### src/rtl/spsm_pkg.sv
// shared types and constants for the planar shadow matrix flatten block
// no dependencies; imported by every module of the block
`default_nettype none

package spsm_pkg;

  localparam int WORD_W    = 32;
  localparam int ELEM_W    = 16;
  localparam int SUM_W     = 18;
  localparam int COL_W     = 2;
  localparam int FRAC_BITS = 12;

  localparam logic [FRAC_BITS-1:0] ROUND_ADD = 12'hfff;
  localparam logic [COL_W-1:0]     TRANS_COL = 2'd3;

  // handshake status of a serial arithmetic unit
  typedef struct packed {
    logic busy;
    logic done;
  } spsm_status_t;

endpackage

`default_nettype wire

### src/rtl/spsm_div.sv
// radix-2 restoring signed divider, one quotient bit per cycle, truncating
// depends on spsm_pkg
`default_nettype none

module spsm_div (
  input  wire                                 clk,
  input  wire                                 rst,
  input  wire                                 start,
  input  wire  signed [spsm_pkg::WORD_W-1:0]  num,
  input  wire  signed [spsm_pkg::SUM_W-1:0]   den,
  output logic signed [spsm_pkg::WORD_W-1:0]  quo,
  output spsm_pkg::spsm_status_t              status
);
  import spsm_pkg::*;

  localparam int CNT_W = $clog2(WORD_W);

  logic             busy;
  logic             done;
  logic [CNT_W-1:0] count;
  logic [SUM_W-1:0] rem;
  logic [SUM_W-1:0] dabs;
  logic [WORD_W-1:0] dq;
  logic             neg;

  logic [SUM_W:0]   rem_sh;
  logic [SUM_W+1:0] diff;
  logic             ge;
  logic [WORD_W-1:0] dq_next;

  always_comb begin
    rem_sh  = {rem, dq[WORD_W-1]};
    diff    = {1'b0, rem_sh} - {2'b00, dabs};
    ge      = ~diff[SUM_W+1];
    dq_next = {dq[WORD_W-2:0], ge};
  end

  always_ff @(posedge clk) begin
    if (rst) begin
      busy  <= 1'b0;
      done  <= 1'b0;
      count <= '0;
    end else begin
      done <= 1'b0;
      if (start) begin
        busy  <= 1'b1;
        count <= '0;
        rem   <= '0;
        dq    <= num[WORD_W-1] ? WORD_W'(-num) : num;
        dabs  <= den[SUM_W-1] ? SUM_W'(-den) : den;
        neg   <= num[WORD_W-1] ^ den[SUM_W-1];
      end else if (busy) begin
        rem   <= ge ? diff[SUM_W-1:0] : rem_sh[SUM_W-1:0];
        dq    <= dq_next;
        count <= count + 1'b1;
        if (count == CNT_W'(WORD_W - 1)) begin
          busy <= 1'b0;
          done <= 1'b1;
          quo  <= neg ? -dq_next : dq_next;
        end
      end
    end
  end

  assign status = '{busy: busy, done: done};

endmodule

`default_nettype wire

### src/rtl/spsm_mul.sv
// bit-serial dual shift-add multiplier, wraps at 32 bits, then scales by 2^-12
// rounding toward zero; depends on spsm_pkg
`default_nettype none

module spsm_mul (
  input  wire                                 clk,
  input  wire                                 rst,
  input  wire                                 start,
  input  wire  signed [spsm_pkg::WORD_W-1:0]  q,
  input  wire  signed [spsm_pkg::SUM_W-1:0]   xa,
  input  wire  signed [spsm_pkg::SUM_W-1:0]   za,
  output logic signed [spsm_pkg::WORD_W-1:0]  sx,
  output logic signed [spsm_pkg::WORD_W-1:0]  sz,
  output spsm_pkg::spsm_status_t              status
);
  import spsm_pkg::*;

  localparam int CNT_W = $clog2(WORD_W);

  logic              busy;
  logic              fin;
  logic              done;
  logic [CNT_W-1:0]  count;
  logic [WORD_W-1:0] qsh;
  logic [WORD_W-1:0] ma;
  logic [WORD_W-1:0] mb;
  logic [WORD_W-1:0] acca;
  logic [WORD_W-1:0] accb;

  logic [WORD_W-1:0] ra;
  logic [WORD_W-1:0] rb;

  // bias negative products so the arithmetic shift truncates toward zero
  always_comb begin
    ra = acca + (acca[WORD_W-1] ? {{(WORD_W-FRAC_BITS){1'b0}}, ROUND_ADD} : '0);
    rb = accb + (accb[WORD_W-1] ? {{(WORD_W-FRAC_BITS){1'b0}}, ROUND_ADD} : '0);
  end

  always_ff @(posedge clk) begin
    if (rst) begin
      busy  <= 1'b0;
      fin   <= 1'b0;
      done  <= 1'b0;
      count <= '0;
    end else begin
      done <= 1'b0;
      if (start) begin
        busy  <= 1'b1;
        count <= '0;
        qsh   <= q;
        ma    <= {{(WORD_W-SUM_W){xa[SUM_W-1]}}, xa};
        mb    <= {{(WORD_W-SUM_W){za[SUM_W-1]}}, za};
        acca  <= '0;
        accb  <= '0;
      end else if (busy) begin
        if (qsh[0]) begin
          acca <= acca + ma;
          accb <= accb + mb;
        end
        ma    <= {ma[WORD_W-2:0], 1'b0};
        mb    <= {mb[WORD_W-2:0], 1'b0};
        qsh   <= {1'b0, qsh[WORD_W-1:1]};
        count <= count + 1'b1;
        if (count == CNT_W'(WORD_W - 1)) begin
          busy <= 1'b0;
          fin  <= 1'b1;
        end
      end else if (fin) begin
        fin  <= 1'b0;
        done <= 1'b1;
        sx   <= {{FRAC_BITS{ra[WORD_W-1]}}, ra[WORD_W-1:FRAC_BITS]};
        sz   <= {{FRAC_BITS{rb[WORD_W-1]}}, rb[WORD_W-1:FRAC_BITS]};
      end
    end
  end

  assign status = '{busy: busy | fin, done: done};

endmodule

`default_nettype wire

### src/rtl/planar_shadow_matrix_flatten.sv
// top level of the planar shadow matrix flatten block: column store and sequencer
// depends on spsm_pkg, spsm_div, spsm_mul
//
//   channel  | wires                                         | word moves when
//   ---------+-----------------------------------------------+---------------------------
//   item     | item_valid item_stall col dir_r* tgt_r* height | item_valid && !item_stall
//   result   | result_valid result_stall out_col out_r* last  | result_valid && !result_stall
//
// a load word (col 0..2) writes one column store entry; a compute word (col 3) gives four result words
// with y negative each result word passes issue, a serial divide, a serial multiply and emit;
// with y not negative it passes only issue and emit
// item_stall is high in reset and from a compute word until its last result is registered
// a result word held by result_stall holds the sequencer at the next emit
// rst is synchronous; the column store has no reset and must be loaded before use
`default_nettype none

module planar_shadow_matrix_flatten (
  input  wire                                 clk,
  input  wire                                 rst,
  // item channel
  input  wire                                 item_valid,
  output logic                                item_stall,
  input  wire         [spsm_pkg::COL_W-1:0]   col,
  input  wire  signed [spsm_pkg::ELEM_W-1:0]  dir_r0,
  input  wire  signed [spsm_pkg::ELEM_W-1:0]  dir_r1,
  input  wire  signed [spsm_pkg::ELEM_W-1:0]  dir_r2,
  input  wire  signed [spsm_pkg::WORD_W-1:0]  tgt_r0,
  input  wire  signed [spsm_pkg::WORD_W-1:0]  tgt_r1,
  input  wire  signed [spsm_pkg::WORD_W-1:0]  tgt_r2,
  input  wire  signed [spsm_pkg::WORD_W-1:0]  height,
  // result channel
  output logic                                result_valid,
  input  wire                                 result_stall,
  output logic        [spsm_pkg::COL_W-1:0]   out_col,
  output logic signed [spsm_pkg::WORD_W-1:0]  out_r0,
  output logic signed [spsm_pkg::WORD_W-1:0]  out_r1,
  output logic signed [spsm_pkg::WORD_W-1:0]  out_r2,
  output logic                                last
);
  import spsm_pkg::*;

  typedef enum logic [2:0] {
    ST_IDLE,
    ST_START,
    ST_DIV,
    ST_MUL,
    ST_EMIT
  } state_t;

  state_t state;

  // column store: direction sums and target rows, one entry per matrix column
  logic signed [SUM_W-1:0]  dsum [3];
  logic signed [ELEM_W-1:0] tc0  [3];
  logic signed [ELEM_W-1:0] tc1  [3];
  logic signed [ELEM_W-1:0] tc2  [3];

  // translation word captured with the compute word
  logic signed [WORD_W-1:0] t0;
  logic signed [WORD_W-1:0] t1;
  logic signed [WORD_W-1:0] t2;
  logic signed [WORD_W-1:0] h;

  logic [COL_W-1:0] k;

  logic                     item_acc;
  logic                     res_free;
  logic                     proj;
  logic [1:0]               kk;
  logic signed [SUM_W-1:0]  load_sum;
  logic signed [WORD_W-1:0] numer;
  logic signed [WORD_W-1:0] sx_use;
  logic signed [WORD_W-1:0] sz_use;
  logic signed [ELEM_W-1:0] e0;
  logic signed [ELEM_W-1:0] e2;

  logic                     div_start;
  logic signed [WORD_W-1:0] quo;
  spsm_status_t             div_st;
  logic                     mul_start;
  logic signed [WORD_W-1:0] sx;
  logic signed [WORD_W-1:0] sz;
  spsm_status_t             mul_st;

  // no word is taken while reset is held
  assign item_stall = rst || (state != ST_IDLE);
  assign item_acc   = item_valid && !item_stall;
  assign res_free   = !result_valid || !result_stall;

  // projection happens only for a negative y sum
  assign proj = dsum[1][SUM_W-1];
  assign kk   = (k == TRANS_COL) ? 2'd0 : k;

  always_comb begin
    load_sum = {{2{dir_r0[ELEM_W-1]}}, dir_r0}
             + {{2{dir_r1[ELEM_W-1]}}, dir_r1}
             + {{2{dir_r2[ELEM_W-1]}}, dir_r2};
  end

  // numerator is the middle element (or height) shifted up by the fraction, wrapped
  always_comb begin
    if (k == TRANS_COL) begin
      numer = {h[WORD_W-FRAC_BITS-1:0], {FRAC_BITS{1'b0}}};
    end else begin
      numer = {{(WORD_W-ELEM_W-FRAC_BITS){tc1[kk][ELEM_W-1]}}, tc1[kk], {FRAC_BITS{1'b0}}};
    end
  end

  assign sx_use = proj ? sx : '0;
  assign sz_use = proj ? sz : '0;

  // matrix elements wrap at 16 bits, so only the low half of the correction matters
  assign e0 = tc0[kk] - sx_use[ELEM_W-1:0];
  assign e2 = tc2[kk] - sz_use[ELEM_W-1:0];

  assign div_start = (state == ST_START) && proj;
  assign mul_start = (state == ST_DIV) && div_st.done;

  spsm_div u_div (
    .clk    (clk),
    .rst    (rst),
    .start  (div_start),
    .num    (numer),
    .den    (dsum[1]),
    .quo    (quo),
    .status (div_st)
  );

  spsm_mul u_mul (
    .clk    (clk),
    .rst    (rst),
    .start  (mul_start),
    .q      (quo),
    .xa     (dsum[0]),
    .za     (dsum[2]),
    .sx     (sx),
    .sz     (sz),
    .status (mul_st)
  );

  always_ff @(posedge clk) begin
    if (rst) begin
      state        <= ST_IDLE;
      result_valid <= 1'b0;
      k            <= '0;
    end else begin
      // a taken result frees the output register unless a new one lands below
      if (result_valid && !result_stall) begin
        result_valid <= 1'b0;
      end
      unique case (state)
        ST_IDLE: begin
          if (item_acc) begin
            if (col == TRANS_COL) begin
              t0    <= tgt_r0;
              t1    <= tgt_r1;
              t2    <= tgt_r2;
              h     <= height;
              k     <= '0;
              state <= ST_START;
            end else begin
              dsum[col] <= load_sum;
              tc0[col]  <= tgt_r0[ELEM_W-1:0];
              tc1[col]  <= tgt_r1[ELEM_W-1:0];
              tc2[col]  <= tgt_r2[ELEM_W-1:0];
            end
          end
        end
        ST_START: begin
          state <= proj ? ST_DIV : ST_EMIT;
        end
        ST_DIV: begin
          if (div_st.done) begin
            state <= ST_MUL;
          end
        end
        ST_MUL: begin
          if (mul_st.done) begin
            state <= ST_EMIT;
          end
        end
        ST_EMIT: begin
          if (res_free) begin
            result_valid <= 1'b1;
            out_col      <= k;
            if (k == TRANS_COL) begin
              out_r0 <= t0 - sx_use;
              out_r1 <= t1 - h;
              out_r2 <= t2 - sz_use;
              last   <= 1'b1;
              state  <= ST_IDLE;
            end else begin
              out_r0 <= {{(WORD_W-ELEM_W){e0[ELEM_W-1]}}, e0};
              out_r1 <= '0;
              out_r2 <= {{(WORD_W-ELEM_W){e2[ELEM_W-1]}}, e2};
              last   <= 1'b0;
              k      <= k + 1'b1;
              state  <= ST_START;
            end
          end
        end
        default: begin
          state <= ST_IDLE;
        end
      endcase
    end
  end

endmodule

`default_nettype wire

### config.mk
export PLATFORM = sky130hd
export DESIGN_NAME = planar_shadow_matrix_flatten
export DESIGN_NICKNAME = d
export VERILOG_FILES = /design/src/rtl/spsm_pkg.sv /design/src/rtl/spsm_div.sv /design/src/rtl/spsm_mul.sv /design/src/rtl/planar_shadow_matrix_flatten.sv
export SDC_FILE = /design/constraint.sdc
export NUM_CORES = 1
export LEC_CHECK = 0
export BUFFER_PORTS_ARGS = -buffer_cell sky130_fd_sc_hd__buf_2
export CAP_MARGIN = 20
export CORE_MARGIN = 8
export CORE_UTILIZATION = 58
export CTS_BUF_LIST = sky130_fd_sc_hd__clkbuf_16
export DETAILED_ROUTE_END_ITERATION = 8
export PLACE_DENSITY = 0.83
export SYNTH_ARGS = -nofsm -noshare
export SYNTH_HDL_FRONTEND = slang
export SYNTH_SLANG_ARGS = --single-unit
### constraint.sdc
create_clock -name clk -period 8.5 [get_ports clk]
set_clock_uncertainty 0.15 [all_clocks]
set_input_delay 0 -clock clk [delete_from_list [all_inputs] [get_ports clk]]
set_output_delay 0 -clock clk [all_outputs]
set_load 0.05 [all_outputs]
======== After elaboration in Yosys (flattened, before gate mapping) ========
Memory sizes are Yosys's and may differ from the RTL's.
Cells that the tools add are included.
storage, ports and cells
  bits in registers ....................... 549
  latch bits .............................. 0
  RAM bits ................................ 198
  memory bits (read-only) ................. 0
  word-level logic and storage cells ...... 163
  memories ................................ 4
memory list
  name  words  width  read ports  clocked after memory_dff  wr ports  RTL line                            source
  dsum  3      18     3           0                         1         planar_shadow_matrix_flatten.sv:53  logic signed [SUM_W-1:0] dsum [3];
  tc0   3      16     1           0                         1         planar_shadow_matrix_flatten.sv:54  logic signed [ELEM_W-1:0] tc0 [3];
  tc1   3      16     1           0                         1         planar_shadow_matrix_flatten.sv:55  logic signed [ELEM_W-1:0] tc1 [3];
  tc2   3      16     1           0                         1         planar_shadow_matrix_flatten.sv:56  logic signed [ELEM_W-1:0] tc2 [3];
operators by class
  add/subtract/negate cells ............... 18
  $mul .................................... 0
  divide/modulo/power cells ............... 0
  $lt $le $gt $ge ......................... 0
  eq/ne operators ......................... 15
  shifts and indexed selects .............. 0
  muxes and demuxes ....................... 57
  bitwise gates (word level) .............. 7
  reductions and logical operators ........ 30
operators with widths
  operator                                      number
  2-to-1 mux 32 bit                             19
  subtractor 32 bit                             3
  adder 32 x 12 -> 32 bit                       2
  adder 32 bit                                  2
  negator 32 bit                                2
  2-to-1 mux 18 bit                             2
  subtractor 16 bit                             2
  2-to-1 mux 12 bit                             2
  2-to-1 mux 1 bit                              20
  subtractor 19 x 18 -> 20 bit                  1
  adder 17 x 16 -> 18 bit                       1
  2-to-1 mux 3 bit                              6
  negator 18 bit                                1
  adder 16 x 16 -> 17 bit                       1
  2-to-1 mux 17 bit                             1
  one-hot mux 3 bit (5 select lines)            1
  AND reduction 4 bit                           3
  adder 5 x 1 -> 5 bit (second input constant)  2
  == test 5 bit (second input constant)         2
  2-to-1 mux 2 bit                              5
  != test 2 bit (second input constant)         5
  AND reduction 5 bit                           2
  AND reduction 2 bit                           4
  nonzero test 2 bit                            4
  other kinds (17)                              34

======== Depth between registers and ports, before layout ========
  depth after elaboration ................. 8
  mapped depth ............................ 21

======== Cells and area by module ========
Synthesis repeated with hierarchy kept, for this count alone.
unflattened totals
  cells, all modules ...................... 3634
  area, all modules ....................... 41750.0 µm²
by module, submodules not included
  module                        times used  cells each  area an instance (µm²)
  planar_shadow_matrix_flatten  1           1855        22575.4
  spsm_mul                      1           1160        12748.5
  spsm_div                      1           619         6426.2

======== Worst setup path after synthesis ========
OpenSTA, ideal clock, no wires.
  kind .................................... register to register
  from .................................... reg state[2]
  to ...................................... mem dsum[1][0], enable pin
  setup time .............................. 0.585 ns
  arrival ................................. 5.849 ns
  slack ................................... 1.916 ns
  cell stages (with the launch flop) ...... 5
  path buffers ............................ 1
  path through ............................ dfxtp_1 -> clkbuf_1 -> nor4_1 -> nand2_1 -> nor3b_1
between the ends
  cells in the longest elaborated chain, start to end .. 8
  elaborated cells on any way between the ends .. 9
ends and longest elaborated chain
  what                                        RTL line                             source
  from (decl)                                 planar_shadow_matrix_flatten.sv:50   state_t state;
  from (signal assigned)                      planar_shadow_matrix_flatten.sv:170  state <= proj ? ST_DIV : ST_EMIT;
  nonzero test 3 bit                          planar_shadow_matrix_flatten.sv:86   assign item_stall = rst || (state != ST_IDLE);
  logical OR 1 bit                            planar_shadow_matrix_flatten.sv:86
  zero test 1 bit                             planar_shadow_matrix_flatten.sv:87   assign item_acc = item_valid && !item_stall;
  logical AND 1 bit                           planar_shadow_matrix_flatten.sv:87
  2-to-1 mux 1 bit                            planar_shadow_matrix_flatten.sv:153  if (item_acc) begin
  2-to-1 mux 1 bit (*)                        planar_shadow_matrix_flatten.sv:151  unique case (state)
  2-to-1 mux 1 bit (*)                        planar_shadow_matrix_flatten.sv:142  if (rst) begin
  2-to-1 mux 1 bit (not written as such) (*)  planar_shadow_matrix_flatten.sv:162  dsum[col] <= load_sum;
  to (decl)                                   planar_shadow_matrix_flatten.sv:53
Mark *: on every way between the ends. The rest lies on a longest branch, timed or not.

==> results.cfg <==
[detailed_routing]
wl_per_cell_um = 20.4
drt-pass1-iter-count = 8
dr_total_vias = 29300
wl_um = 99900
avgViaCountPerCell = 5.97
remaining_drc_errors = 0
ant_nets = 0
drtIter0Drc = 3105

[flow_run]
drv_cap = 0

[floorplan]
die-width_um = 277
die-area_sq_mm = 0.0765
io_pins = 283
die-height_um = 277
num_rows = 95
initial_core_util = 0.587
coreArea_sq_mm = 0.0672

[layout]
drive_above_1_share = 0.116
multiInputGateArea_sq_mm = 0.0164
syn_to_final_growth_pct = 18.9
final_area_sq_mm = 0.0469
seq_area_sq_mm = 0.0222
mostFrequentLayoutCells = edfxtp_1 (726), nand2_1 (500), buf_2 (282)
nets = 4417
fillers = 4366
final_common_cell = edfxtp_1

[synthesis]
synth-main-ff-cell = edfxtp_1
async_flop_share = 0
synth_top_cell_by_area = edfxtp_1
netlist_area_sq_mm = 0.0394
synth_nets = 3873
seq_area_frac_synth = 0.564
synth_edf_count = 726
synthDistinctLibCells = 70
synth_area_leaders = edfxtp_1 (55%), ha_1 (8.0%), nand2_1 (4.8%)
synth_cells = 3415
ys_ff_latch = 747
yosysWarningCount = 0
synth_area_per_cell_sq_um = 11.5
synth.top_cell.area_share = 0.553

[critical_path]
crit_type = reg2reg
crit_buf_inv = 2
crit_top_cell = o21ai_1
cp-end-kind = flop
worstPathArrival_ns = 5.64
max_stage_delay_ns = 0.76
cp_top_family = compound AO/OA/AOI/OAI gates
cpMaxStageDelayCell = edfxtp_1
cp-start-kind = flop
cp_data_required_time_ns = 8.75
worstPathCellList = buf_4 -> and2_1 -> ha_1 -> inv_1 -> fa_1 -> a211oi_1 -> o21ai_1 -> a21oi_1 -> o21ai_1 -> a31oi_1 -> o21ai_1 -> o41ai_1 -> o21ai_0 -> xor2_1 -> a21o_1
crit_fanout = 41

[worst_hold_path]
hold_class = in2reg

[cts]
cts_buffers = 79
cts_tree = built
postCtsSetupBuffers = 0
clockBufferDepth = 3
root_buffer = clkbuf_16
ctsResizeCount = 0
cts.sink_count = 747
clk_latency_ns = 0.64
clkTransAtPathRegs_ns = 0.07
htree_levels = 3

[timing]
relSlewSlack = 0.247
finalCritPeriodShare = 0.634
setup_violations = 0
rsz0062_at_grt = false
final_hold_viol_count = 0
worst_pin_slew_ns = 1.13
setup_tns_ns = 0
slew_violations = 0
fin_crit_ns = 5.39
timing.fmax_ghz = 0.186

[global_route]
track_usage = 0.251
antenna_found_initial = 12
overflow = 0
grt_pass1_wl_um = 156000
grt_max_degree = 100
grt_pass1_vias = 29100

[placement]
io_buffers = 282
place_hpwl_um = 63300
gp_congestion = 0.886
place_area_sq_mm = 0.0418

[status]
status = finished clean

[power_and_ir_drop]
p_per_area_mw_per_mm2 = 179
ir_drop_mv = 0.124
power_leakage_uw = 0.0194
-- worst register-to-register path, cell delays in order (launching register included) --
cell and delay, ns:
edfxtp_1 0.76, buf_4 0.55, and2_1 0.29, ha_1 0.20, inv_1 0.08, fa_1 0.42, a211oi_1 0.36, o21ai_1 0.12
a21oi_1 0.36, o21ai_1 0.23, a31oi_1 0.26, o21ai_1 0.13, o41ai_1 0.54, o21ai_0 0.31, xor2_1 0.21, a21o_1 0.20
-- path summary, 6_finish.rpt --
path	slack, ns	cells after the start	from	to
worst max register to register	3.11	15	dsum[1][17]	out_r0[30]
worst min register to register	0.35	2	u_div.quo[17]	u_mul.qsh[17]
worst max-delay path	3.11	15	dsum[1][17]	out_r0[30]
worst min-delay path	0.02	2	tgt_r1[7]	tc1[2][7]
-- power by group --
part / internal (uW) / switching [uW] / total (uW) / leakage, uW
sequential: 4140 / 37.0 / 4180 / 0.00714
combinational: 364 / 496 / 860 / 0.0110
clock: 1850 / 1490 / 3340 / 0.00126
-- repair_timing --
| item | in CTS | in global routing |
|---|---|---|
| endpoints found under the hold margin | 350 | 0 |
| endpoints found under the setup margin | 0 | 0 |
| hold buffers | 254 | 0 |
-- cell families (layout without fill, tap and decap cells) --
group,after synthesis,count (layout),synth area share
compound gates,743,743,0.119
buf+inv,228,835,0.0218
other cells,0,12,0
simple gates,1051,1051,0.117
flops,747,747,0.564
mux,75,75,0.0193
xor+xnor,295,295,0.0656
fa+ha+maj,276,276,0.0924
-- synthesized netlist by cell type, types with 21 or more instances --
cell / number
ha_1: 251
nand3_1: 52
a21oi_1: 211
mux2i_1: 68
a21o_1: 136
dfxtp_1: 21
a31oi_1: 31
nand4_1: 21
o21bai_1: 28
nand2_1: 500
o31ai_1: 25
nor3_1: 41
inv_1: 131
nor2_1: 251
nor2b_1: 32
xor2_1: 111
o21ai_1: 51
xnor2_1: 184
and3_1: 31
o21ai_0: 127
fa_1: 25
and2_1: 31
nand2b_1: 32
edfxtp_1: 726
clkbuf_1: 77
-- state kept, by name, summed over array words and instances (netlist names), 5 cells and up --
signal and cells:
out_r0 32, u_mul.sx 20, u_mul.sz 20, t0 32, u_mul.mb 32, u_div.count 5, u_div.dq 32, tc0 48
u_mul.count 5, dsum 54, out_r1 32, u_mul.ma 32, t1 32, u_mul.qsh 32, out_r2 32, u_mul.acca 32
u_mul.accb 32, u_div.dabs 18, tc1 48, tc2 48, h 32, u_div.quo 32, u_div.rem 18, t2 32
-- per-stage QoR --
step | utilization | worst slack [ns] | hold WS [ns] | cells | power [uW]
floorplan | - | 1.92 | -0.0511 | 3415 | 4740
finish | 0.698 | 3.11 | 0.0249 | 4907 | 8370
CTS | 0.697 | 3.46 | 0.00164 | 4895 | 8340
global route | 0.697 | 2.77 | 0.0161 | 4903 | 8610
detailed placement | 0.623 | 3.48 | 0.0281 | 4497 | 4980
global placement | 0.623 | 3.54 | 0.0270 | 4497 | 4960
-- per-layer routing --
layer	wire length, um	vias to the layer above	share of wire	global-route usage
li1	-	13600	-	-
met1	39500	13900	0.40	0.317
met2	48100	1508	0.48	0.428
met3	8220	305	0.082	0.0435
met4	4060	0	0.041	0.101
met5	0	-	0	0
-- area by class of cell --
type                       instances  area share
antenna                           12    0.000641
clock buffer                      80      0.0427
clock inverter                    64     0.00985
inverter                         132      0.0107
multi-input combinational       2440       0.350
sequential                       747       0.474
tap                              873      0.0233
timing repair buffer             559      0.0881
No activity file was read; power rests on OpenSTA's default activity.
